===== src/sv/trm_pkg.sv =====
// Shared widths, opcodes and print codes for the register machine execute core.
`default_nettype none

package trm_pkg;

    localparam int CMD_W  = 4;
    localparam int REG_W  = 4;
    localparam int DATA_W = 32;
    localparam int LEN_W  = 9;
    localparam int KIND_W = 2;

    localparam logic [CMD_W-1:0] OP_MOV = 4'd1;
    localparam logic [CMD_W-1:0] OP_MOC = 4'd2;
    localparam logic [CMD_W-1:0] OP_ADD = 4'd3;
    localparam logic [CMD_W-1:0] OP_ADC = 4'd4;
    localparam logic [CMD_W-1:0] OP_SUB = 4'd5;
    localparam logic [CMD_W-1:0] OP_SUC = 4'd6;
    localparam logic [CMD_W-1:0] OP_JMP = 4'd7;
    localparam logic [CMD_W-1:0] OP_PTN = 4'd8;
    localparam logic [CMD_W-1:0] OP_PTC = 4'd9;

    typedef enum logic [KIND_W-1:0] {
        PRINT_NONE = 2'd0,
        PRINT_NUM  = 2'd1,
        PRINT_CHAR = 2'd2
    } t_print_kind;

endpackage

`default_nettype wire


===== src/sv/toy_register_machine_execute_core.sv =====
// Top level: one decoded instruction per request against the register file and program counter.
`default_nettype none

// Executes one decoded instruction per request and returns one result per
// request. Throughput is one request per cycle while the result is not
// stalled. The operand registers are read into an input stage at accept
// (with the write of the instruction executing in that same cycle
// forwarded), then add/subtract, jump target and PC update run in one pass
// into the result register. The register file resets to zero through one
// valid bit per register, so no clearing pass is needed. program_length is
// written through the config channel, always ready, by the user only while the
// core is idle (the core does not enforce this); done is flagged when next_pc >= program_length.
module toy_register_machine_execute_core #(
    parameter int NUM_REGS      = 13,
    parameter int PROGRAM_DEPTH = 256
) (
    input  wire logic                             i_clk,
    input  wire logic                             i_rst_n,
    input  wire logic                             i_in_valid,
    output      logic                             o_in_ready,
    input  wire logic [trm_pkg::CMD_W-1:0]        i_cmd,
    input  wire logic [trm_pkg::REG_W-1:0]        i_dest_reg,
    input  wire logic [trm_pkg::REG_W-1:0]        i_src_reg,
    input  wire logic signed [trm_pkg::DATA_W-1:0] i_immediate,
    input  wire logic                             i_cfg_valid,
    output      logic                             o_cfg_ready,
    input  wire logic [trm_pkg::LEN_W-1:0]        i_cfg_data,
    output      logic                             o_out_valid,
    input  wire logic                             i_out_ready,
    output      logic [trm_pkg::LEN_W-1:0]        o_next_pc,
    output      logic [trm_pkg::KIND_W-1:0]       o_print_kind,
    output      logic signed [trm_pkg::DATA_W-1:0] o_print_value,
    output      logic                             o_program_done,
    output      logic                             o_fault
);

    localparam int DW    = trm_pkg::DATA_W;
    localparam int RW    = trm_pkg::REG_W;
    localparam int LW    = trm_pkg::LEN_W;
    localparam int IDX_W = (NUM_REGS > 1) ? $clog2(NUM_REGS) : 1;
    localparam int PC_W  = $clog2(PROGRAM_DEPTH + 1);
    localparam int CMP_W = PC_W + LW;
    localparam logic [PC_W-1:0] PC_MAX    = PC_W'(PROGRAM_DEPTH);
    localparam logic [RW:0]     REG_LIMIT = (RW + 1)'(NUM_REGS);
    localparam logic signed [DW:0] TARGET_MAX = (DW + 1)'(PROGRAM_DEPTH);

    // handshakes
    logic in_fire;
    logic exec_fire;
    logic cfg_fire;

    // register file and its read stage
    logic [DW-1:0]       mem [NUM_REGS];
    logic [NUM_REGS-1:0] r_reg_vld;
    logic [DW-1:0]       r_a_raw;
    logic [DW-1:0]       r_b_raw;
    logic                r_a_vld;
    logic                r_b_vld;
    logic                r_a_fwd;
    logic                r_b_fwd;
    logic [DW-1:0]       r_fwd_data;

    // input stage
    logic                r_in_valid;
    logic [trm_pkg::CMD_W-1:0] r_cmd;
    logic [RW-1:0]       r_rd;
    logic [RW-1:0]       r_rs;
    logic [DW-1:0]       r_imm;

    // architectural state
    logic [PC_W-1:0]     r_pc;
    logic [LW-1:0]       r_prog_len;

    // execute
    logic [DW-1:0]       op_a;
    logic [DW-1:0]       op_b;
    logic [DW-1:0]       op2;
    logic [DW-1:0]       alu;
    logic [DW-1:0]       wr_val;
    logic [IDX_W-1:0]    wr_idx;
    logic                we;
    logic                known;
    logic                uses_src;
    logic                wr_op;
    logic                is_sub;
    logic                is_jmp;
    logic                use_alu;
    trm_pkg::t_print_kind kind;
    trm_pkg::t_print_kind kind_eff;
    logic                idx_bad;
    logic                jump_taken;
    logic                jump_bad;
    logic                fault;
    logic signed [DW:0]  target;
    logic [PC_W-1:0]     pc_inc;
    logic [PC_W-1:0]     n_pc;
    logic [CMP_W-1:0]    pc_cmp;
    logic [CMP_W-1:0]    len_cmp;
    logic [CMP_W-1:0]    pc_out;

    // result register
    logic                r_out_valid;
    logic [LW-1:0]       r_next_pc;
    trm_pkg::t_print_kind r_kind;
    logic [DW-1:0]       r_pval;
    logic                r_done;
    logic                r_fault;

    assign exec_fire   = r_in_valid && (!r_out_valid || i_out_ready);
    assign o_in_ready  = !r_in_valid || exec_fire;
    assign in_fire     = i_in_valid && o_in_ready;
    assign o_cfg_ready = 1'b1;
    assign cfg_fire    = i_cfg_valid && o_cfg_ready;

    // operands: forwarded write first, then stored value, zero if never written
    assign op_a = r_a_fwd ? r_fwd_data : (r_a_vld ? r_a_raw : '0);
    assign op_b = r_b_fwd ? r_fwd_data : (r_b_vld ? r_b_raw : '0);

    always_comb begin
        known    = 1'b0;
        uses_src = 1'b0;
        wr_op    = 1'b0;
        is_sub   = 1'b0;
        is_jmp   = 1'b0;
        use_alu  = 1'b0;
        kind     = trm_pkg::PRINT_NONE;
        unique case (r_cmd) inside
            trm_pkg::OP_MOV: begin
                known    = 1'b1;
                uses_src = 1'b1;
                wr_op    = 1'b1;
            end
            trm_pkg::OP_MOC: begin
                known = 1'b1;
                wr_op = 1'b1;
            end
            trm_pkg::OP_ADD, trm_pkg::OP_SUB: begin
                known    = 1'b1;
                uses_src = 1'b1;
                wr_op    = 1'b1;
                use_alu  = 1'b1;
                is_sub   = (r_cmd == trm_pkg::OP_SUB);
            end
            trm_pkg::OP_ADC, trm_pkg::OP_SUC: begin
                known   = 1'b1;
                wr_op   = 1'b1;
                use_alu = 1'b1;
                is_sub  = (r_cmd == trm_pkg::OP_SUC);
            end
            trm_pkg::OP_JMP: begin
                known  = 1'b1;
                is_jmp = 1'b1;
            end
            trm_pkg::OP_PTN: begin
                known = 1'b1;
                kind  = trm_pkg::PRINT_NUM;
            end
            trm_pkg::OP_PTC: begin
                known = 1'b1;
                kind  = trm_pkg::PRINT_CHAR;
            end
            default: begin
                known = 1'b0;
            end
        endcase
    end

    assign op2 = uses_src ? op_b : r_imm;
    assign alu = is_sub ? (op_a - op2) : (op_a + op2);

    always_comb begin
        if (use_alu) begin
            wr_val = alu;
        end else if (uses_src) begin
            wr_val = op_b;
        end else begin
            wr_val = r_imm;
        end
    end

    assign idx_bad = ({1'b0, r_rd} >= REG_LIMIT) || (uses_src && ({1'b0, r_rs} >= REG_LIMIT));

    // jump target in signed 33-bit arithmetic
    assign target     = $signed({{(DW + 1 - PC_W){1'b0}}, r_pc}) + $signed({r_imm[DW-1], r_imm});
    assign jump_taken = is_jmp && !op_a[DW-1];
    assign jump_bad   = target[DW] || (target > TARGET_MAX);
    assign fault      = known && (idx_bad || (jump_taken && jump_bad));

    // step saturates at the program depth
    assign pc_inc = (r_pc >= PC_MAX) ? PC_MAX : (r_pc + PC_W'(1));

    always_comb begin
        if (!known || fault) begin
            n_pc = r_pc;
        end else if (jump_taken) begin
            n_pc = target[PC_W-1:0];
        end else begin
            n_pc = pc_inc;
        end
    end

    assign kind_eff = (known && !fault) ? kind : trm_pkg::PRINT_NONE;
    assign we       = exec_fire && known && !fault && wr_op;
    assign wr_idx   = r_rd[IDX_W-1:0];

    assign pc_cmp  = {{LW{1'b0}}, n_pc};
    assign len_cmp = {{PC_W{1'b0}}, r_prog_len};
    assign pc_out  = {{LW{1'b0}}, n_pc};

    // register file: one write port, two registered read ports
    always_ff @(posedge i_clk) begin
        if (we) begin
            mem[wr_idx] <= wr_val;
        end
        if (in_fire) begin
            r_a_raw <= mem[i_dest_reg[IDX_W-1:0]];
            r_b_raw <= mem[i_src_reg[IDX_W-1:0]];
        end
    end

    always_ff @(posedge i_clk) begin
        if (!i_rst_n) begin
            r_reg_vld <= '0;
        end else if (we) begin
            r_reg_vld[wr_idx] <= 1'b1;
        end
    end

    // capture request and read-side bypass flags
    always_ff @(posedge i_clk) begin
        if (in_fire) begin
            r_cmd      <= i_cmd;
            r_rd       <= i_dest_reg;
            r_rs       <= i_src_reg;
            r_imm      <= i_immediate;
            r_a_vld    <= r_reg_vld[i_dest_reg[IDX_W-1:0]];
            r_b_vld    <= r_reg_vld[i_src_reg[IDX_W-1:0]];
            r_a_fwd    <= we && (wr_idx == i_dest_reg[IDX_W-1:0]);
            r_b_fwd    <= we && (wr_idx == i_src_reg[IDX_W-1:0]);
            r_fwd_data <= wr_val;
        end
    end

    always_ff @(posedge i_clk) begin
        if (!i_rst_n) begin
            r_in_valid  <= 1'b0;
            r_out_valid <= 1'b0;
            r_pc        <= '0;
            r_prog_len  <= '0;
        end else begin
            if (in_fire) begin
                r_in_valid <= 1'b1;
            end else if (exec_fire) begin
                r_in_valid <= 1'b0;
            end
            if (exec_fire) begin
                r_out_valid <= 1'b1;
                r_pc        <= n_pc;
            end else if (i_out_ready) begin
                r_out_valid <= 1'b0;
            end
            if (cfg_fire) begin
                r_prog_len <= i_cfg_data;
            end
        end
    end

    always_ff @(posedge i_clk) begin
        if (exec_fire) begin
            r_next_pc <= pc_out[LW-1:0];
            r_kind    <= kind_eff;
            r_pval    <= (kind_eff != trm_pkg::PRINT_NONE) ? op_a : '0;
            r_done    <= (pc_cmp >= len_cmp);
            r_fault   <= fault;
        end
    end

    assign o_out_valid    = r_out_valid;
    assign o_next_pc      = r_next_pc;
    assign o_print_kind   = r_kind;
    assign o_print_value  = r_pval;
    assign o_program_done = r_done;
    assign o_fault        = r_fault;

endmodule

`default_nettype wire


===== config.mk =====
export PLATFORM = sky130hd
export DESIGN_NAME = toy_register_machine_execute_core
export DESIGN_NICKNAME = d
export VERILOG_FILES = /design/src/sv/trm_pkg.sv /design/src/sv/toy_register_machine_execute_core.sv
export SDC_FILE = /design/constraint.sdc
export NUM_CORES = 1
export LEC_CHECK = 0
export BUFFER_PORTS_ARGS = -buffer_cell sky130_fd_sc_hd__buf_2
export CORE_MARGIN = 4
export CORE_UTILIZATION = 45
export CTS_CLUSTER_SIZE = 24
export DETAILED_ROUTE_END_ITERATION = 10
export SYNTH_ARGS = -nofsm -noshare
export SYNTH_HDL_FRONTEND = slang
export SYNTH_SLANG_ARGS = --single-unit

===== constraint.sdc =====
create_clock -name i_clk -period 7.9 [get_ports i_clk]
set_input_delay 1.58 -clock i_clk [delete_from_list [all_inputs] [get_ports i_clk]]
set_output_delay 1.58 -clock i_clk [all_outputs]
set_load 0.1 [all_outputs]

-- After elaboration in Yosys (flattened, before gate mapping)
Memory sizes are Yosys's and may differ from the RTL's. A register that Yosys moved wholly into a read port is not among the register bits.
Cells that the tools add are included.
- flip-flop bits (word level): 158
- bits in writable memories: 416
- input bits: 58
- output and inout bits: 48
- logic and storage cells: 108
- memories: 1
- $add $sub $neg: 4
- $lt $le $gt $ge: 9
- eq/ne operators: 11
- muxes and demuxes: 30
- bitwise logic cells: 1
- reduce and logical (&&, ||, !) cells: 33
- memories (memory ; depth ; width ; rd ports ; clocked after memory_dff ; write ports ; line ; RTL):
    mem ; 13 ; 32 ; 2 ; 2 ; 1 ; toy_register_machine_execute_core.sv:53 ; logic [DW-1:0] mem [NUM_REGS];
- operators by type and width (kind ; number):
    two-way mux 32 bit ; 7
    adder 10 x 32 -> 33 bit ; 1
    greater-than comparator 33 x 10 -> 1 bit, second input constant ; 1
    adder 32 bit ; 1
    subtractor 32 bit ; 1
    two-way mux 9 bit ; 3
    == test 4 x 3 -> 1 bit, second input constant ; 4
    less-than comparator 4 x 5 -> 1 bit, second input constant ; 3
    two-way mux 1 bit ; 14
    logical AND 1 bit ; 13
    OR 13 bit ; 1
    adder 9 x 1 -> 9 bit, second input constant ; 1
    >= comparator 9 bit ; 1
    >= comparator 9 bit, second input constant ; 1
    OR reduction 9 bit ; 1
    binary-select mux 1 bit (select 4 bit) ; 2
    == test 4 x 2 -> 1 bit, second input constant ; 2
    == test 4 bit ; 2
    == test 4 bit, second input constant ; 2
    >= comparator 4 bit, second input constant ; 2
    logical OR 1 bit ; 6
    nonzero test 2 bit ; 3
    OR reduction 6 bit ; 1
    zero test 1 bit ; 5
    9 further kinds ; 10

-- Depth between registers and ports, before layout
- depth in word-level cells: 12
- depth in mapped cells: 25
- gate-level depth less buffers: 23

-- Worst setup path after synthesis
No wires, ideal clock.
- path kind: reg2reg
- start: register r_imm[0]
- end: memory mem[1][0] (netlist bit), enable pin
- library setup time: 0.501 ns
- data arrival time: 6.374 ns
- required time: 7.399 ns
- slack: 1.025 ns
- stages on the path, launching flop included: 14
- path buffers: 1
- clock period less this slack: 6.875 ns
- path through: edfxtp_1 ha_1 fa_1 a21o_1 a31oi_1 o21ai_1 a311oi_1 a21oi_1 nor3_2 nand4_1 o41ai_4 nand2_4 buf_2 nor4_1
- word-level cells in the longest chain between the ends: 11
- ends and longest elaborated chain (element ; line ; RTL):
    from (decl) ; toy_register_machine_execute_core.sv:68 ; logic [DW-1:0] r_imm;
    from (signal assigned) ; toy_register_machine_execute_core.sv:235 ; r_imm <= i_immediate;
    adder 10 x 32 -> 33 bit * ; toy_register_machine_execute_core.sv:184 ; assign target = $signed({{(DW + 1 - PC_W){1'b0}}, r_pc}) + $signed({r_imm[DW-1], r_imm});
    greater-than comparator 33 x 10 -> 1 bit ; toy_register_machine_execute_core.sv:186 ; assign jump_bad = target[DW] || (target > TARGET_MAX);
    logical OR 1 bit * ; toy_register_machine_execute_core.sv:186 ;
    logical AND 1 bit * ; toy_register_machine_execute_core.sv:187 ; assign fault = known && (idx_bad || (jump_taken && jump_bad));
    logical OR 1 bit * ; toy_register_machine_execute_core.sv:187 ;
    logical AND 1 bit * ; toy_register_machine_execute_core.sv:187 ;
    zero test 1 bit * ; toy_register_machine_execute_core.sv:203 ; assign we = exec_fire && known && !fault && wr_op;
    logical AND 1 bit * (2 in a row) ; toy_register_machine_execute_core.sv:203 ;
    two-way mux 1 bit * ; toy_register_machine_execute_core.sv:212 ; if (we) begin
    two-way mux 1 bit (not written as such) * ; toy_register_machine_execute_core.sv:213 ; mem[wr_idx] <= wr_val;
    to (decl) ; toy_register_machine_execute_core.sv:53 ;
Every way passes the cells marked *; elsewhere a longest branch is shown, timed or not.

-- Worst setup path after layout
- start: register r_cmd[3] (netlist bit)
- end: memory mem[3][31] (netlist bit), data pin
- word-level cells in the longest chain between the ends: 7
- ends and longest elaborated chain (element ; line ; RTL):
    from (decl) ; toy_register_machine_execute_core.sv:65 ; logic [trm_pkg::CMD_W-1:0] r_cmd;
    from (signal assigned) ; toy_register_machine_execute_core.sv:232 ; r_cmd <= i_cmd;
    == test 4 x 1 -> 1 bit (no line), or another cell as far along ; n/a ;
    OR reduction 3 bit (no line) ; n/a ;
    two-way mux 1 bit ; toy_register_machine_execute_core.sv:127 ; unique case (r_cmd) inside
    two-way mux 32 bit ; toy_register_machine_execute_core.sv:168, toy_register_machine_execute_core.sv:174 ;
    adder 32 bit or subtractor 32 bit (tied branches) ; toy_register_machine_execute_core.sv:169 ; assign alu = is_sub ? (op_a - op2) : (op_a + op2);
    two-way mux 32 bit ; toy_register_machine_execute_core.sv:169 ;
    two-way mux 32 bit * ; toy_register_machine_execute_core.sv:172 ; if (use_alu) begin
    named net wr_val[31] ; toy_register_machine_execute_core.sv:79 ; logic [DW-1:0] wr_val;
Mark *: on every way through the listed nets, which the timed path passes. The rest lies on a longest branch.

==> flow_summary.json <==
{
  "drcViolationCount": 0,
  "finalSetupViolCount": 0,
  "ir_drop_v": 0.000160,
  "cts_max_level": 3,
  "hpwl_um": 54000,
  "syn_avg_cell_area_sq_um": 15.4,
  "multi_input_area_sq_um": 12500,
  "combPwrFrac_pct": 13.3,
  "arrival_ps": 7350,
  "die_w_um": 274,
  "wl_per_cell_um": 27.0,
  "fmax_ghz": 0.141,
  "vias_per_cell": 6.23,
  "grt_pass1_vias": 19800,
  "grt_setup_unrepaired": "false",
  "ant_nets": 0,
  "area_growth_pct": 12.2,
  "grt_pass1_wl_um": 127000,
  "holdWs_ps": 463,
  "num_antenna_cells": 0,
  "worst_slew_pin_slew_ps": 1320,
  "drtIter0Drc": 2014,
  "hold_path.class": "flip-flop to flip-flop",
  "post-cts-setup-buffer-count": 0,
  "relSlewSlack_pct": 9.72,
  "place.gp.congestion": 0.902,
  "grt_overflow_total": 0,
  "synth_cell_type_count": 82,
  "fin_nets": 2271,
  "boundaryPins": 106,
  "pwr-share-clk_pct": 38.6,
  "coreArea_sq_um": 70100,
  "synth_async_sr_flop_share_pct": 0,
  "register_area_sq_um": 18800,
  "cts.clk_slew.worst_paths_ps": 60,
  "cp.required_ps": 8150,
  "cp-end-kind": "flip-flop",
  "ys.flop_type": "edfxtp_1",
  "antenna_found_initial": 0,
  "powerDensity_nw_per_um2": 231,
  "netSwitchingFraction_pct": 25.3,
  "cts_resized": 0,
  "cellLeakagePower_nw": 12.0,
  "dr.pass1.iters": 5,
  "fillers": 5830,
  "min_period_ps": 7100,
  "grt_max_degree": 59,
  "rows": 97,
  "tns_ps": 0,
  "p_switching_mw": 2.09,
  "cts_hold_buf": 0,
  "final.period_utilization_pct": 89.9,
  "cts-root-buf": "clkbuf_16",
  "wl_um": 85000,
  "final_hold_viol_count": 0,
  "cp_max_fo": 17,
  "cts-buffers-inserted": 69,
  "drive_gt1_share_pct": 24.1,
  "die_h_um": 274,
  "finClkSkew_ps": 24.5,
  "grt_util_all_layers_pct": 22.6,
  "finish.utilization_pct": 51.0,
  "clockBufferDepth": 3,
  "portBuffers": 104,
  "dieArea_sq_um": 75200,
  "cts_tree": "done",
  "initial_core_util_pct": 45.5,
  "yosys_register_bits": 638,
  "ys_warn_count": 0,
  "clkSinkCount": 638,
  "path_class": "flip-flop to flip-flop",
  "insertion_delay_ps": 620,
  "syn_area_sq_um": 31900,
  "seq_power_share_pct": 48.2,
  "p_int_mw": 6.17,
  "ys_seq_area_share_pct": 59.0,
  "synth_edf_count": 605,
  "drv_cap": 0,
  "slew_viol_final": 0,
  "outcome": "finished clean",
  "worstSetupStartpointType": "flip-flop",
  "synth_nets": 2176,
  "vias": 19600,
  "syn_inst": 2064
}
## per-layer routing
layer  wire length (um)  global-route usage [%]
met1              36200                    32.1
met4               1720                    5.65
met3               6360                    3.47
met5                  0                       0
met2              40700                    37.0
## cells by family (layout without fill, tap and decap cells)
| group | count (synthesis) | after routing | share of synthesized area (%) |
|---|---|---|---|
| mux | 316 | 316 | 19.0 |
| other cells | 1 | 1 | 0.0118 |
| xor+xnor | 75 | 75 | 2.06 |
| compound gates | 399 | 399 | 8.50 |
| buf+inv | 162 | 305 | 1.98 |
| simple gates | 419 | 419 | 7.19 |
| fa+ha+maj | 54 | 54 | 2.17 |
| flops | 638 | 638 | 59.0 |
## registers in the layout (all words and copies together) (netlist names), 2 cells and up
name / flops
r_rs: 4
r_pc: 9
r_prog_len: 9
o_print_kind: 2
r_a_raw: 32
o_next_pc: 9
r_fwd_data: 32
o_print_value: 32
r_reg_vld: 13
r_cmd: 4
mem: 416
r_b_raw: 32
r_imm: 32
r_rd: 4
## cell usage in the layout (no fill, tap or decap), drive strengths merged, types with 21 or more instances in the layout
cell type,n
o21ai,94
a21oi,88
nand3,37
mux2i,73
nor2,58
inv,34
edfxtp,605
nand2,80
dfxtp,33
xor2,28
clkbuf,90
nor3,33
ha,52
mux4,229
a211oi,41
xnor2,47
a22o,49
nor2b,88
nand2b,21
buf,155
## synth_stat cells (4+ instances only)
cell | instances | share of area (%)
edfxtp_1 | 605 | 57
mux4_2 | 229 | 16
clkbuf_1 | 90 | 1.1
a21oi_1 | 88 | 1.4
nor2b_1 | 88 | 1.7
o21ai_0 | 79 | 1.2
nand2_1 | 78 | 0.92
mux2i_1 | 73 | 2.3
nor2_1 | 58 | 0.68
ha_1 | 52 | 2.0
a22o_1 | 49 | 1.3
xnor2_1 | 47 | 1.3
a211oi_1 | 39 | 0.92
nand3_1 | 35 | 0.55
dfxtp_1 | 33 | 2.1
inv_1 | 31 | 0.36
buf_1 | 30 | 0.35
nor3_1 | 30 | 0.47
xor2_1 | 28 | 0.77
nand2b_1 | 21 | 0.41
a21o_1 | 18 | 0.42
and3_1 | 16 | 0.31
nand4_1 | 16 | 0.31
o21ai_1 | 15 | 0.24
o31ai_1 | 14 | 0.33
and2_1 | 13 | 0.26
o21a_1 | 12 | 0.28
nor4_1 | 10 | 0.20
or3_1 | 10 | 0.20
a31oi_1 | 9 | 0.18
buf_2 | 9 | 0.14
nor3b_1 | 9 | 0.21
a311oi_1 | 7 | 0.19
mux2_4 | 7 | 0.33
o2111ai_1 | 7 | 0.19
a221o_1 | 6 | 0.19
mux2_2 | 6 | 0.21
or2_2 | 6 | 0.12
or4_1 | 6 | 0.14
nand3b_1 | 5 | 0.12
o22ai_1 | 5 | 0.098
a2111oi_0 | 4 | 0.11
a22oi_1 | 4 | 0.094
o211ai_1 | 4 | 0.094
## power groups by stage
stage          Clock, mW  Sequential, mW  Combinational [mW]
2_1_floorplan          0            4.09               0.715
3_3_place_gp           0            4.05                1.07
3_5_place_dp           0            4.05                1.09
4_1_cts             3.26            3.98                1.09
5_1_grt             3.40            3.99                1.19
6_report            3.19            3.98                1.10
## per-stage QoR
stage	std cells	power [mW]	area, sq um	setup slack [ps]
after CTS	3147	8.34	35800	885
final	3147	8.27	35800	797
after floorplan	2064	4.80	31900	1020
after global placement	3028	5.12	33600	1170
after detailed placement	3028	5.14	33600	996
after global routing	3147	8.58	35800	216
## path summary, 6_finish.rpt
path,slack (ps),cells past startpoint,to,start
worst max register to register,800,21,mem[3][31]$_DFFE_PP_,r_cmd[3]$_DFFE_PP_
worst max-delay path,800,21,mem[3][31]$_DFFE_PP_,r_cmd[3]$_DFFE_PP_
worst min-delay path,460,2,r_reg_vld[8]$_SDFFE_PN0P_,r_reg_vld[8]$_SDFFE_PN0P_
worst min register to register,460,2,r_reg_vld[8]$_SDFFE_PN0P_,r_reg_vld[8]$_SDFFE_PN0P_
## worst max-delay path, cell delays in order, from the launching register on
cell,delay [ps]
edfxtp_1,510
buf_4,240
nor2b_1,240
nand2_1,390
a21oi_1,350
ha_1,270
o2111ai_1,230
nand3b_1,270
nand2b_1,200
o21ai_0,240
xnor2_1,110
ha_1,410
a21oi_1,140
o221ai_1,320
a221oi_1,140
a311oi_1,530
o2111ai_1,270
a211oi_1,460
o311a_1,260
nor3_1,50
o21a_1,220
xnor2_1,870
## cell type report
type | count | area share (%)
Tap cell | 940 | 3.29
Clock buffer | 90 | 5.14
Multi-Input combinational cell | 1264 | 35.0
Timing Repair Buffer | 155 | 2.59
Sequential cell | 638 | 52.7
Inverter | 31 | 0.325
Clock inverter | 29 | 0.973
Note: power is estimated with default switching activity, not from simulation.
